## src/hdl/psg_pkg.sv

```systemverilog
package psg_pkg;

	localparam int VALUE_WIDTH = 32;
	localparam int PRIME_WIDTH = 32;
	localparam int COLS_WIDTH  = 8;
	localparam int LIMIT_WIDTH = 16;
	localparam int DATA_WIDTH  = 32;
	localparam int ADDR_WIDTH  = 3;
	localparam int CNT_WIDTH   = (VALUE_WIDTH > 1) ? $clog2(VALUE_WIDTH) : 1;

	localparam logic [VALUE_WIDTH-1:0] VALUE_MAX   = '1;
	localparam logic [VALUE_WIDTH-1:0] FIRST_PRIME = VALUE_WIDTH'(2);
	localparam logic [VALUE_WIDTH-1:0] SMALL_PRIME = VALUE_WIDTH'(3);
	localparam logic [VALUE_WIDTH-1:0] FIRST_TRIAL = VALUE_WIDTH'(5);
	localparam logic [VALUE_WIDTH-1:0] TRIAL_PAIR  = VALUE_WIDTH'(2);
	localparam logic [VALUE_WIDTH-1:0] TRIAL_STEP  = VALUE_WIDTH'(6);

	localparam logic [COLS_WIDTH-1:0]  COLUMNS_RESET = COLS_WIDTH'(10);
	localparam logic [LIMIT_WIDTH-1:0] LIMIT_RESET   = LIMIT_WIDTH'(100);

	// Register index, taken from paddr[2].
	localparam logic REG_COLUMNS     = 1'b0;
	localparam logic REG_PRIME_LIMIT = 1'b1;

	typedef struct packed {
		logic busy;
		logic done;
	} div_status_t;

endpackage

```

## src/hdl/psg_div.sv

```systemverilog
module psg_div import psg_pkg::*; (
	input  logic                   clk,
	input  logic                   arst_n,
	input  logic                   start,
	input  logic [VALUE_WIDTH-1:0] dividend,
	input  logic [VALUE_WIDTH-1:0] divisor,
	output div_status_t            status,
	output logic [VALUE_WIDTH-1:0] quotient,
	output logic [VALUE_WIDTH-1:0] remainder
);

	logic                   busy_q;
	logic                   done_q;
	logic [CNT_WIDTH-1:0]   cnt_q;
	logic [VALUE_WIDTH-1:0] shift_q;
	logic [VALUE_WIDTH-1:0] rem_q;
	logic [VALUE_WIDTH-1:0] divisor_q;
	logic [VALUE_WIDTH:0]   trial;
	logic [VALUE_WIDTH:0]   diff;
	logic                   fits;

	// Restoring division, one quotient bit per cycle. The dividend bits leave
	// the top of shift_q while the quotient bits enter at the bottom.
	assign trial = {rem_q, shift_q[VALUE_WIDTH-1]};
	assign diff  = trial - {1'b0, divisor_q};
	assign fits  = !diff[VALUE_WIDTH];

	always_ff @(posedge clk or negedge arst_n) begin
		if (!arst_n) begin
			busy_q <= 1'b0;
			done_q <= 1'b0;
			cnt_q  <= '0;
		end else begin
			done_q <= 1'b0;
			if (start) begin
				busy_q <= 1'b1;
				cnt_q  <= CNT_WIDTH'(VALUE_WIDTH - 1);
			end else if (busy_q) begin
				cnt_q <= cnt_q - 1'b1;
				if (cnt_q == '0) begin
					busy_q <= 1'b0;
					done_q <= 1'b1;
				end
			end
		end
	end

	always_ff @(posedge clk) begin
		if (start) begin
			shift_q   <= dividend;
			rem_q     <= '0;
			divisor_q <= divisor;
		end else if (busy_q) begin
			rem_q   <= fits ? diff[VALUE_WIDTH-1:0] : trial[VALUE_WIDTH-1:0];
			shift_q <= {shift_q[VALUE_WIDTH-2:0], fits};
		end
	end

	assign status.busy = busy_q;
	assign status.done = done_q;
	assign quotient    = shift_q;
	assign remainder   = rem_q;

endmodule

```

## src/hdl/psg_regs.sv

```systemverilog
module psg_regs import psg_pkg::*; (
	input  logic                   clk,
	input  logic                   arst_n,
	input  logic                   psel,
	input  logic                   penable,
	input  logic                   pwrite,
	input  logic [ADDR_WIDTH-1:0]  paddr,
	input  logic [DATA_WIDTH-1:0]  pwdata,
	output logic [DATA_WIDTH-1:0]  prdata,
	output logic                   pready,
	output logic [COLS_WIDTH-1:0]  columns,
	output logic [LIMIT_WIDTH-1:0] prime_limit
);

	logic [COLS_WIDTH-1:0]  columns_q;
	logic [LIMIT_WIDTH-1:0] prime_limit_q;
	logic                   wr_en;
	logic                   reg_sel;

	assign pready  = 1'b1;
	assign reg_sel = paddr[2];
	assign wr_en   = psel && penable && pwrite && pready;

	always_ff @(posedge clk or negedge arst_n) begin
		if (!arst_n) begin
			columns_q     <= COLUMNS_RESET;
			prime_limit_q <= LIMIT_RESET;
		end else if (wr_en) begin
			case (reg_sel)
				REG_COLUMNS:     columns_q     <= pwdata[COLS_WIDTH-1:0];
				REG_PRIME_LIMIT: prime_limit_q <= pwdata[LIMIT_WIDTH-1:0];
				default:         columns_q     <= columns_q;
			endcase
		end
	end

	always_comb begin
		case (reg_sel)
			REG_COLUMNS:     prdata = DATA_WIDTH'(columns_q);
			REG_PRIME_LIMIT: prdata = DATA_WIDTH'(prime_limit_q);
			default:         prdata = '0;
		endcase
	end

	assign columns     = columns_q;
	assign prime_limit = prime_limit_q;

endmodule

```

## src/hdl/prime_sequence_generator_core.sv

```systemverilog
// Each request transaction returns the next prime in ascending order from 2, with an
// end-of-row mark every "columns" primes, a done flag once "prime_limit" primes have
// been given, and an overflow flag once the 32-bit range is used up; a request with
// restart set clears the sequence and returns all zeros. Primality is found by trial
// division through one bit-serial divider: each odd candidate gets a divide by 3 and
// then divides by 6k-1 and 6k+1 up to its square root. An even composite is skipped
// without a division, and any other composite stops at the trial divisor that divides it.
// Restart and done answers, and overflow answers once the range is already used up,
// go from ST_EVAL straight to ST_EMIT without a division. The block takes one request at
// a time; a finished result waits in the output register, and the next request may be
// accepted while it waits.
module prime_sequence_generator_core import psg_pkg::*; (
	input  logic                   clk,
	input  logic                   arst_n,
	input  logic                   in_valid,
	output logic                   in_stall,
	input  logic                   restart,
	output logic                   out_valid,
	input  logic                   out_stall,
	output logic [PRIME_WIDTH-1:0] prime,
	output logic                   end_of_row,
	output logic                   done_res,
	output logic                   overflow,
	input  logic                   psel,
	input  logic                   penable,
	input  logic                   pwrite,
	input  logic [ADDR_WIDTH-1:0]  paddr,
	input  logic [DATA_WIDTH-1:0]  pwdata,
	output logic [DATA_WIDTH-1:0]  prdata,
	output logic                   pready
);

	typedef enum logic [2:0] {
		ST_IDLE,
		ST_EVAL,
		ST_CHECK,
		ST_DIV,
		ST_EMIT
	} state_t;

	typedef enum logic [1:0] {
		PH_THREE,
		PH_LOW,
		PH_HIGH
	} phase_t;

	typedef enum logic [1:0] {
		V_NONE,
		V_PRIME,
		V_COMPOSITE
	} verdict_t;

	state_t                 state_q;
	phase_t                 phase_q;
	phase_t                 next_phase;
	verdict_t               verdict;
	logic                   restart_q;
	logic [VALUE_WIDTH-1:0] cand_q;
	logic [LIMIT_WIDTH-1:0] given_q;
	logic [COLS_WIDTH-1:0]  col_q;
	logic                   exhausted_q;
	logic [VALUE_WIDTH-1:0] c_q;
	logic [VALUE_WIDTH-1:0] d_q;
	logic [VALUE_WIDTH-1:0] d_high;
	logic [VALUE_WIDTH-1:0] next_d;
	logic [VALUE_WIDTH-1:0] next_div;
	logic [VALUE_WIDTH-1:0] divisor_q;
	logic                   div_start_q;
	div_status_t            div_st;
	logic [VALUE_WIDTH-1:0] div_quot;
	logic [VALUE_WIDTH-1:0] div_rem;
	logic [COLS_WIDTH-1:0]  columns;
	logic [LIMIT_WIDTH-1:0] prime_limit;
	logic [COLS_WIDTH-1:0]  col_inc;
	logic                   decide;
	logic                   slot_free;
	logic                   emit;

	logic [PRIME_WIDTH-1:0] res_prime_q;
	logic                   res_eor_q;
	logic                   res_done_q;
	logic                   res_ovf_q;
	logic                   out_valid_q;
	logic [PRIME_WIDTH-1:0] out_prime_q;
	logic                   out_eor_q;
	logic                   out_done_q;
	logic                   out_ovf_q;

	psg_regs u_regs (
		.clk         (clk),
		.arst_n      (arst_n),
		.psel        (psel),
		.penable     (penable),
		.pwrite      (pwrite),
		.paddr       (paddr),
		.pwdata      (pwdata),
		.prdata      (prdata),
		.pready      (pready),
		.columns     (columns),
		.prime_limit (prime_limit)
	);

	psg_div u_div (
		.clk       (clk),
		.arst_n    (arst_n),
		.start     (div_start_q),
		.dividend  (c_q),
		.divisor   (divisor_q),
		.status    (div_st),
		.quotient  (div_quot),
		.remainder (div_rem)
	);

	assign in_stall  = (state_q != ST_IDLE);
	assign slot_free = !out_valid_q || !out_stall;
	assign emit      = (state_q == ST_EMIT) && slot_free;
	assign d_high    = d_q + TRIAL_PAIR;
	assign col_inc   = col_q + 1'b1;
	assign decide    = (state_q == ST_CHECK) || (state_q == ST_DIV && div_st.done);

	// Verdict on the current candidate, or the next trial divisor to try.
	always_comb begin
		verdict    = V_NONE;
		next_phase = phase_q;
		next_d     = d_q;
		next_div   = d_q;
		if (state_q == ST_CHECK) begin
			if (c_q < FIRST_PRIME) begin
				verdict = V_COMPOSITE;
			end else if (c_q <= SMALL_PRIME) begin
				verdict = V_PRIME;
			end else if (!c_q[0]) begin
				verdict = V_COMPOSITE;
			end else begin
				next_div   = SMALL_PRIME;
				next_phase = PH_THREE;
			end
		end else begin
			case (phase_q)
				PH_THREE: begin
					if (div_rem == '0) begin
						verdict = V_COMPOSITE;
					end else begin
						next_d     = FIRST_TRIAL;
						next_div   = FIRST_TRIAL;
						next_phase = PH_LOW;
					end
				end
				PH_LOW: begin
					// d > v / d is the same as d * d > v.
					if (d_q > div_quot) begin
						verdict = V_PRIME;
					end else if (div_rem == '0) begin
						verdict = V_COMPOSITE;
					end else begin
						next_div   = d_high;
						next_phase = PH_HIGH;
					end
				end
				PH_HIGH: begin
					if (d_high <= div_quot && div_rem == '0) begin
						verdict = V_COMPOSITE;
					end else begin
						next_d     = d_q + TRIAL_STEP;
						next_div   = d_q + TRIAL_STEP;
						next_phase = PH_LOW;
					end
				end
				default: verdict = V_NONE;
			endcase
		end
	end

	always_ff @(posedge clk or negedge arst_n) begin
		if (!arst_n) begin
			state_q     <= ST_IDLE;
			phase_q     <= PH_THREE;
			restart_q   <= 1'b0;
			cand_q      <= FIRST_PRIME;
			given_q     <= '0;
			col_q       <= '0;
			exhausted_q <= 1'b0;
			c_q         <= '0;
			d_q         <= '0;
			divisor_q   <= '0;
			div_start_q <= 1'b0;
			res_prime_q <= '0;
			res_eor_q   <= 1'b0;
			res_done_q  <= 1'b0;
			res_ovf_q   <= 1'b0;
			out_valid_q <= 1'b0;
			out_prime_q <= '0;
			out_eor_q   <= 1'b0;
			out_done_q  <= 1'b0;
			out_ovf_q   <= 1'b0;
		end else begin
			div_start_q <= 1'b0;
			if (emit) begin
				out_valid_q <= 1'b1;
				out_prime_q <= res_prime_q;
				out_eor_q   <= res_eor_q;
				out_done_q  <= res_done_q;
				out_ovf_q   <= res_ovf_q;
			end else if (out_valid_q && !out_stall) begin
				out_valid_q <= 1'b0;
			end
			case (state_q)
				ST_IDLE: begin
					if (in_valid) begin
						restart_q <= restart;
						state_q   <= ST_EVAL;
					end
				end
				ST_EVAL: begin
					res_prime_q <= '0;
					res_eor_q   <= 1'b0;
					res_done_q  <= 1'b0;
					res_ovf_q   <= 1'b0;
					if (restart_q) begin
						cand_q      <= FIRST_PRIME;
						given_q     <= '0;
						col_q       <= '0;
						exhausted_q <= 1'b0;
						state_q     <= ST_EMIT;
					end else if (given_q >= prime_limit) begin
						res_done_q <= 1'b1;
						state_q    <= ST_EMIT;
					end else if (exhausted_q) begin
						res_ovf_q <= 1'b1;
						state_q   <= ST_EMIT;
					end else begin
						c_q     <= cand_q;
						state_q <= ST_CHECK;
					end
				end
				ST_CHECK, ST_DIV: begin
					if (decide) begin
						case (verdict)
							V_PRIME: begin
								if (c_q == VALUE_MAX) begin
									exhausted_q <= 1'b1;
								end else begin
									cand_q <= c_q + 1'b1;
								end
								given_q     <= given_q + 1'b1;
								res_prime_q <= PRIME_WIDTH'(c_q);
								if (col_inc >= columns) begin
									col_q     <= '0;
									res_eor_q <= 1'b1;
								end else begin
									col_q <= col_inc;
								end
								state_q <= ST_EMIT;
							end
							V_COMPOSITE: begin
								if (c_q == VALUE_MAX) begin
									exhausted_q <= 1'b1;
									res_ovf_q   <= 1'b1;
									state_q     <= ST_EMIT;
								end else begin
									c_q     <= c_q + 1'b1;
									state_q <= ST_CHECK;
								end
							end
							default: begin
								d_q         <= next_d;
								divisor_q   <= next_div;
								phase_q     <= next_phase;
								div_start_q <= 1'b1;
								state_q     <= ST_DIV;
							end
						endcase
					end
				end
				ST_EMIT: begin
					if (slot_free) begin
						state_q <= ST_IDLE;
					end
				end
				default: state_q <= ST_IDLE;
			endcase
		end
	end

	assign out_valid  = out_valid_q;
	assign prime      = out_prime_q;
	assign end_of_row = out_eor_q;
	assign done_res   = out_done_q;
	assign overflow   = out_ovf_q;

	// The divider is only started once the previous division has finished.
	assert property (@(posedge clk) disable iff (!arst_n)
		div_start_q |-> !div_st.busy)
		else $error("divider started while busy");

	// An accepted request is evaluated in the following cycle.
	assert property (@(posedge clk) disable iff (!arst_n)
		(in_valid && !in_stall) |=> (state_q == ST_EVAL))
		else $error("accepted transaction not evaluated");

	// A result carries at most one of prime, done and overflow.
	assert property (@(posedge clk) disable iff (!arst_n)
		out_valid |-> $onehot0({(prime != '0) || end_of_row, done_res, overflow}))
		else $error("result carries conflicting flags");

	// A division result is only consumed while waiting on the divider.
	assert property (@(posedge clk) disable iff (!arst_n)
		div_st.done |-> (state_q == ST_DIV))
		else $error("division finished outside of the divide state");

endmodule

```

## config.mk

```make
export PLATFORM = sky130hd
export DESIGN_NAME = prime_sequence_generator_core
export DESIGN_NICKNAME = d
export VERILOG_FILES = /design/src/hdl/psg_pkg.sv /design/src/hdl/psg_div.sv /design/src/hdl/psg_regs.sv /design/src/hdl/prime_sequence_generator_core.sv
export SDC_FILE = /design/constraint.sdc
export NUM_CORES = 1
export LEC_CHECK = 0
export ABC_AREA = 1
export BUFFER_PORTS_ARGS = -buffer_cell sky130_fd_sc_hd__buf_4
export CAP_MARGIN = 20
export CORE_UTILIZATION = 40
export DETAILED_ROUTE_END_ITERATION = 12
export GPL_TIMING_DRIVEN = 0
export SKIP_LAST_GASP = 1
export SYNTH_ARGS = -nofsm -noshare
export SYNTH_HDL_FRONTEND = slang
export SYNTH_SLANG_ARGS = --single-unit
```

## constraint.sdc

```tcl
create_clock -name clk -period 5.7 [get_ports clk]
set_clock_uncertainty 0.1 [all_clocks]
set_input_delay 1.14 -clock clk [delete_from_list [all_inputs] [get_ports clk]]
set_output_delay 1.14 -clock clk [all_outputs]
set_load 0.05 [all_outputs]
```

==> results of run 1 <==
==> final cells by class <==
class,count,share of cell area [%]
Inverter,399,5.49
Buffer,164,2.80
Multi-Input combinational cell,2309,45.7
Sequential cell,358,33.5
Clock inverter,16,0.984
Tap cell,765,3.50
Clock buffer,61,4.48
Timing Repair Buffer,124,3.61
==> worst max-delay path: cells and delay by family, from the launching register on <==
kind / cells / cell delay, ps
fa+ha+maj: 2 / 680
buf+inv: 7 / 1050
flops: 1 / 500
compound gates: 4 / 710
xor+xnor: 1 / 250
simple gates: 15 / 2000
==> layout by cell type, fill, tap and decap left out, types with 44 or more instances in the layout <==
cell type  netlist  routed
a21oi_1        191     189
buf_4           19     141
clkbuf_1       118     108
clkbuf_16        0      44
dfrtp_1        256     235
edfxtp_1        64      64
ha_1           133     131
inv_1          387     386
nand2_1        721     712
nand3_1        274     273
nand4_1         46      46
nor2_1         256     235
nor3_1          55      50
o21ai_0        286     285
xor2_1          73      69
==> timing repair <==
action                     in CTS  in global routing
setup buffers                   5                 40
setup endpoints to repair     193                134
pin swaps                       2                 11
resized for setup              42                 69
==> report_power, final <==
| group | internal, uW | switching, uW | total [uW] |
|---|---|---|---|
| Combinational | 85.5 | 206 | 291 |
| Sequential | 2630 | 21.0 | 2650 |
| Clock | 1780 | 1190 | 2970 |
==> state kept, by name (all words and copies together) (netlist names), 8 cells and up <==
signal	count
u_div.remainder	32
res_prime_q	32
col_q	8
u_div.divisor_q	32
u_regs.prime_limit	16
d_q	32
given_q	16
u_regs.columns	8
divisor_q	32
prime	32
u_div.quotient	32
cand_q	32
c_q	32
==> worst min path at each step <==
stage	startpoint	end	slack, ps	depth (start not counted)
after global placement	divisor_q[24]	u_div.divisor_q[24]	330	0
after detailed placement	divisor_q[4]	u_div.divisor_q[4]	330	0
after CTS	divisor_q[28]	u_div.divisor_q[28]	350	0
after floorplan	divisor_q[0]	u_div.divisor_q[0]	330	0
after global routing	divisor_q[30]	u_div.divisor_q[30]	350	0
final	divisor_q[28]	u_div.divisor_q[28]	340	0
==> layer usage <==
layer  part of all wire (%)  vias up  GRT usage (%)
li1                       -    11000              -
met5                      0        -              0
met2                     42      896           39.1
met1                     46    10900           37.9
met3                    8.4      161           5.35
met4                    3.5        0           8.88
==> stage by stage <==
stage,hold slack (ps),utilization [%],instances,instance area (um^2)
after detailed placement,331,43.5,4088,25300
final,343,47.1,4196,27400
after floorplan,325,-,3244,23700
after global routing,347,47.1,4196,27400
after global placement,330,43.4,4085,25200
after CTS,346,46.3,4160,26900
==> Yosys cell counts, types with 19 or more instances <==
cell / n
nand2_1: 721
inv_1: 387
o21ai_0: 286
nand3_1: 274
dfrtp_1: 256
nor2_1: 256
a21oi_1: 191
ha_1: 133
clkbuf_1: 118
xor2_1: 73
edfxtp_1: 64
nor3_1: 55
nand4_1: 46
nand3b_1: 33
dfxtp_1: 32
o21a_1: 30
a31oi_1: 27
o31ai_1: 27
o211ai_1: 21
buf_2: 19
buf_4: 19
==> cells by family after synthesis <==
logic type      synth area share [%]
simple gates                    26.3
flops                           38.7
fa+ha+maj                       7.14
xor+xnor                        3.12
other cells                   0.0318
compound gates                  15.1
buf+inv                         9.71
==> results.py, run 1 <==
metrics = {
    "setup_path": {
        "path_class": "reg -> reg",
        "slowest_cell_on_the_critical_path": "dfrtp_2",
        "regToRegStartpoint": "d_q[10]",
        "timing.critical_path.required_ps": 6030,
        "cp_launch_point": "d_q[10]",
        "timing.reg2reg.worst_path_depth": 29,
        "timing.critical_path.from_type": "flip-flop",
        "endpoint": "d_q[30]",
        "crit_path_frequent_cell": "nand2_1",
        "critical_path.max_fanout": 10,
        "worstPathArrival_ps": 5840,
        "worstReg2RegEnd": "d_q[30]",
        "cp_slowest_stage_delay_ps": 500,
        "reg2reg_setup_slack_ps": 200,
        "cp-end-kind": "flip-flop",
    },
    "clock_tree": {
        "worst_setup_hold_path_clk_slew_ps": 60,
        "longest_clk_path_bufs": 3,
        "htreeDepth": 2,
        "numCtsBuffers": 43,
        "ctsRootBufferMaster": "clkbuf_16",
        "tritoncts": "done",
        "clk_latency_ps": 610,
        "post_cts_hold_buffer_count": 0,
        "cts.sink_count": 358,
    },
    "die": {
        "initial_utilization_pct": 40.7,
        "die_w_um": 245,
        "ios": 113,
        "core_area_um2": 58000,
        "placement_rows": 88,
        "die_span_in_y_um": 245,
        "dieArea_um2": 60000,
    },
    "logic_synthesis": {
        "synth_top_cells_by_area": "dfrtp_1 27%, nand2_1 11%, edfxtp_1 8.1%",
        "synth_cell_type_count": 56,
        "synthesis.area_per_instance_um2": 7.31,
        "dominantRegCellSynth": "dfrtp_1",
        "synth_edf_count": 64,
        "synth_largest_area_cell": "dfrtp_1",
        "synthesis.instances": 3229,
        "ys_seq_area_share_pct": 38.7,
        "yosys_warnings": 0,
        "synthesis.area_um2": 23600,
        "synth_top_area_share_pct": 27.1,
        "synth_async_sr_flop_share_pct": 73.2,
        "flip_flop_and_latch_count_after_synthesis": 358,
    },
    "layout": {
        "nFillCells": 5810,
        "syn2layout_area_growth_pct": 15.9,
        "diodes": 0,
        "regArea_um2": 9150,
        "layout-drive-gt1-share_pct": 10.1,
        "fin_nets": 3576,
        "multi_input_comb_area_um2": 12500,
    },
    "global_route": {
        "grt_max_degree": 91,
        "global_route.usage.total_pct": 26.4,
        "first_global_vias": 21500,
        "antenna_violations_before_repair": 0,
        "grt.overflow.total": 0,
        "grt_first_pass_wirelength_mm": 123,
    },
    "sta": {
        "minimum_clock_period_after_layout_ps": 5500,
        "period_share_pct": 96.5,
        "worstMarginPinSlew_ps": 961,
        "report.final.slew_viol_count": 0,
        "max_clock_freq_mhz": 182,
        "timing.setup.tns_ps": 0,
        "setup_viol_count_final": 0,
        "slew-limit-headroom_pct": 35.7,
        "timing.final.ws_setup_ps": 197,
        "finalHoldViolCount": 0,
    },
    "routing": {
        "postRouteWirelength_mm": 79.6,
        "drtAntennaViolNets": 0,
        "post_drt_wl_per_cell_um": 19.0,
        "post-route-drc-count": 0,
        "drt_iter0_drc": 2155,
        "via_count": 22900,
        "drt-pass1-iter-count": 6,
        "route.detailed.vias_per_inst": 5.47,
    },
    "placement": {
        "dp.final_hpwl_mm": 59.8,
        "portBuffers": 76,
        "post-place-ws_ps": -1760,
        "finalWeightedCongestion": 1.01,
    },
    "power_and_ir_drop": {
        "design_power_total_uw": 5910,
        "p_leak_uw": 0.0131,
        "max_vdd_drop_mv": 0.242,
        "powerDensity_nw_per_um2": 216,
    },
    "flow_run": {
        "maxCapViolCount": 0,
    },
    "worst_hold_path": {
        "timing.hold.worst.class": "reg -> reg",
    },
    "run_status": {
        "outcome": "completed",
    },
}
(Power assumes the default switching activity.)
==> inputs of run 2 (changes only) <==
- ABC_CLOCK_PERIOD_IN_PS: unset -> 5700
- CORE_ASPECT_RATIO: unset -> 1.75
==> run 2 against run 1 <==
Net effect: critical path depth grew 8; non-clock buffer count decreased by 19; via count decreased by 1.7%; final area fell by 0.68%; sequential cell count is the same; sequential power hardly changed; register-to-register slack gained 40 ps; global-route usage grew 4.2 points; core utilization shrank 0.51 points; largest cell class unchanged.
==> results.py, run 2 (synthesis results as in run 1) <==
metrics = {
    "run_status": {
        "outcome": "completed",
    },
    "sta": {
        "report.final.slew_viol_count": 0,
        "timing.final.ws_setup_ps": 235,
        "setup_viol_count_final": 0,
        "minimum_clock_period_after_layout_ps": 5460,
        "max_clock_freq_mhz": 183,
        "worstMarginPinSlew_ps": 1120,
        "finalHoldViolCount": 0,
        "slew-limit-headroom_pct": 24.6,
        "period_share_pct": 95.9,
        "unrepaired_setup_endpoints_after_global_routing": "yes",
    },
    "layout": {
        "final_common_cell": "nand2_1",
        "fin_nets": 3553,
        "diodes": 0,
        "postLayoutCellArea_um2": 27200,
        "layout-drive-gt1-share_pct": 9.95,
        "layoutNonFillerInstCount": 4180,
        "mostFrequentLayoutCells": "707 x nand2_1, 385 x inv_1, 285 x o21ai_0, 273 x nand3_1, 236 x dfrtp_1",
        "syn2layout_area_growth_pct": 15.1,
        "nFillCells": 6160,
    },
    "placement": {
        "post-place-ws_ps": -2520,
        "portBuffers": 76,
        "placement.cell_area_um2": 25300,
        "dpl.cell_count": 4097,
        "finalWeightedCongestion": 1.03,
        "dp.final_hpwl_mm": 71.0,
    },
    "routing": {
        "post_drt_wl_per_cell_um": 21.5,
        "via_count": 22500,
        "route.detailed.vias_per_inst": 5.39,
        "post-route-drc-count": 0,
        "drtAntennaViolNets": 0,
        "drt-pass1-iter-count": 5,
        "postRouteWirelength_mm": 89.9,
        "drt_iter0_drc": 1222,
    },
    "clock_tree": {
        "clk_latency_ps": 570,
        "htreeDepth": 2,
        "longest_clk_path_bufs": 3,
        "worst_setup_hold_path_clk_slew_ps": 60,
        "numCtsBuffers": 39,
        "cts.sink_count": 358,
        "ctsRootBufferMaster": "clkbuf_16",
        "post_cts_hold_buffer_count": 0,
        "tritoncts": "done",
    },
    "global_route": {
        "grt_first_pass_wirelength_mm": 135,
        "first_global_vias": 22900,
        "antenna_violations_before_repair": 0,
        "grt_max_degree": 114,
        "grt.overflow.total": 0,
        "global_route.usage.total_pct": 30.6,
    },
    "die": {
        "initial_utilization_pct": 40.5,
        "die_span_in_y_um": 323,
        "die_w_um": 186,
        "core_area_um2": 58300,
        "ios": 113,
        "dieArea_um2": 60000,
        "placement_rows": 117,
    },
    "power_and_ir_drop": {
        "p_leak_uw": 0.0130,
        "design_power_total_uw": 5660,
        "max_vdd_drop_mv": 0.260,
        "powerDensity_nw_per_um2": 208,
    },
    "setup_path": {
        "cp_slowest_stage_delay_ps": 450,
        "cp-end-kind": "flip-flop",
        "path_class": "reg -> reg",
        "timing.critical_path.required_ps": 6100,
        "reg2reg_setup_slack_ps": 240,
        "crit_path_frequent_cell": "nand2_1",
        "timing.critical_path.from_type": "flip-flop",
        "slowest_cell_on_the_critical_path": "dfrtp_2",
        "worstPathArrival_ps": 5870,
        "critical_path.max_fanout": 6,
    },
    "worst_hold_path": {
        "timing.hold.worst.class": "reg -> reg",
    },
    "flow_run": {
        "maxCapViolCount": 0,
    },
}
## run 2: cell types whose count changed in the layout (fill, tap and decap cells not counted), moves of 3 or more
| cell | change |
|---|---|
| clkinv_4 | +3 |
| nand2_2 | +4 |
| bufinv_16 | -3 |
| clkbuf_8 | +3 |
| clkbuf_16 | -3 |
| buf_4 | -16 |
| clkbuf_1 | -5 |
| nand2_1 | -5 |
| nor2_1 | -4 |
## run 2: power by group
part	internal (uW)	total (uW)	switching [uW]
clock	1560	2720	1160
combinational	85.4	292	206
sequential	2630	2650	20.4
total	4270	5660	1390
## run 2: timing repair
item / in CTS / in global routing
pin swaps: 9 / 9
setup buffers: 13 / 15
hold endpoints to repair: 0 / 0
resized for setup: 85 / 38
gates cloned: 0 / 0
endpoints found under the setup margin: 193 / 83
## run 2: area by class of cell
type | instances | area [um^2] | share of cell area [%]
Multi-Input combinational cell | 2309 | 12600 | 46.3
Sequential cell | 358 | 9150 | 33.7
Inverter | 399 | 1510 | 5.55
Clock buffer | 57 | 1160 | 4.26
Tap cell | 773 | 967 | 3.56
Timing Repair Buffer | 108 | 856 | 3.15
Buffer | 161 | 778 | 2.87
Clock inverter | 15 | 181 | 0.668
## run 2: per-stage QoR
stage          util, %  hold WS [ps]  setup TNS [ps]
2_1_floorplan        -           325               0
3_3_place_gp      43.2           330         -297040
3_5_place_dp      43.4           330         -292390
4_1_cts           46.2           344               0
5_1_grt           46.6           349           -58.4
6_report          46.6           343               0
## run 2: worst paths after layout
check,startpoint,to,depth (start not counted)
min in group asynchronous,arst_n,u_regs.columns[5],1
min,divisor_q[23],u_div.divisor_q[23],0
max reg2reg,d_q[2],given_q[14],37
min reg2reg,divisor_q[23],u_div.divisor_q[23],0
max,d_q[2],given_q[14],37
max in group asynchronous,arst_n,prime[12],2
## run 2: worst max-delay path: cells and delay by family (launching register included)
family                   cells  cell delay [ps]
adder cells (fa/ha/maj)      2              510
AND/OR/NAND/NOR             25             2960
buffers and inverters        6              690
flip-flops                   1              450
AO/OA/AOI/OAI                4              620
## run 2: metal layers
layer,routed length [um],global-route usage [%]
met4,8680,25.4
met3,3180,3.77
met1,30100,28.7
met2,47900,58.0
met5,0,0
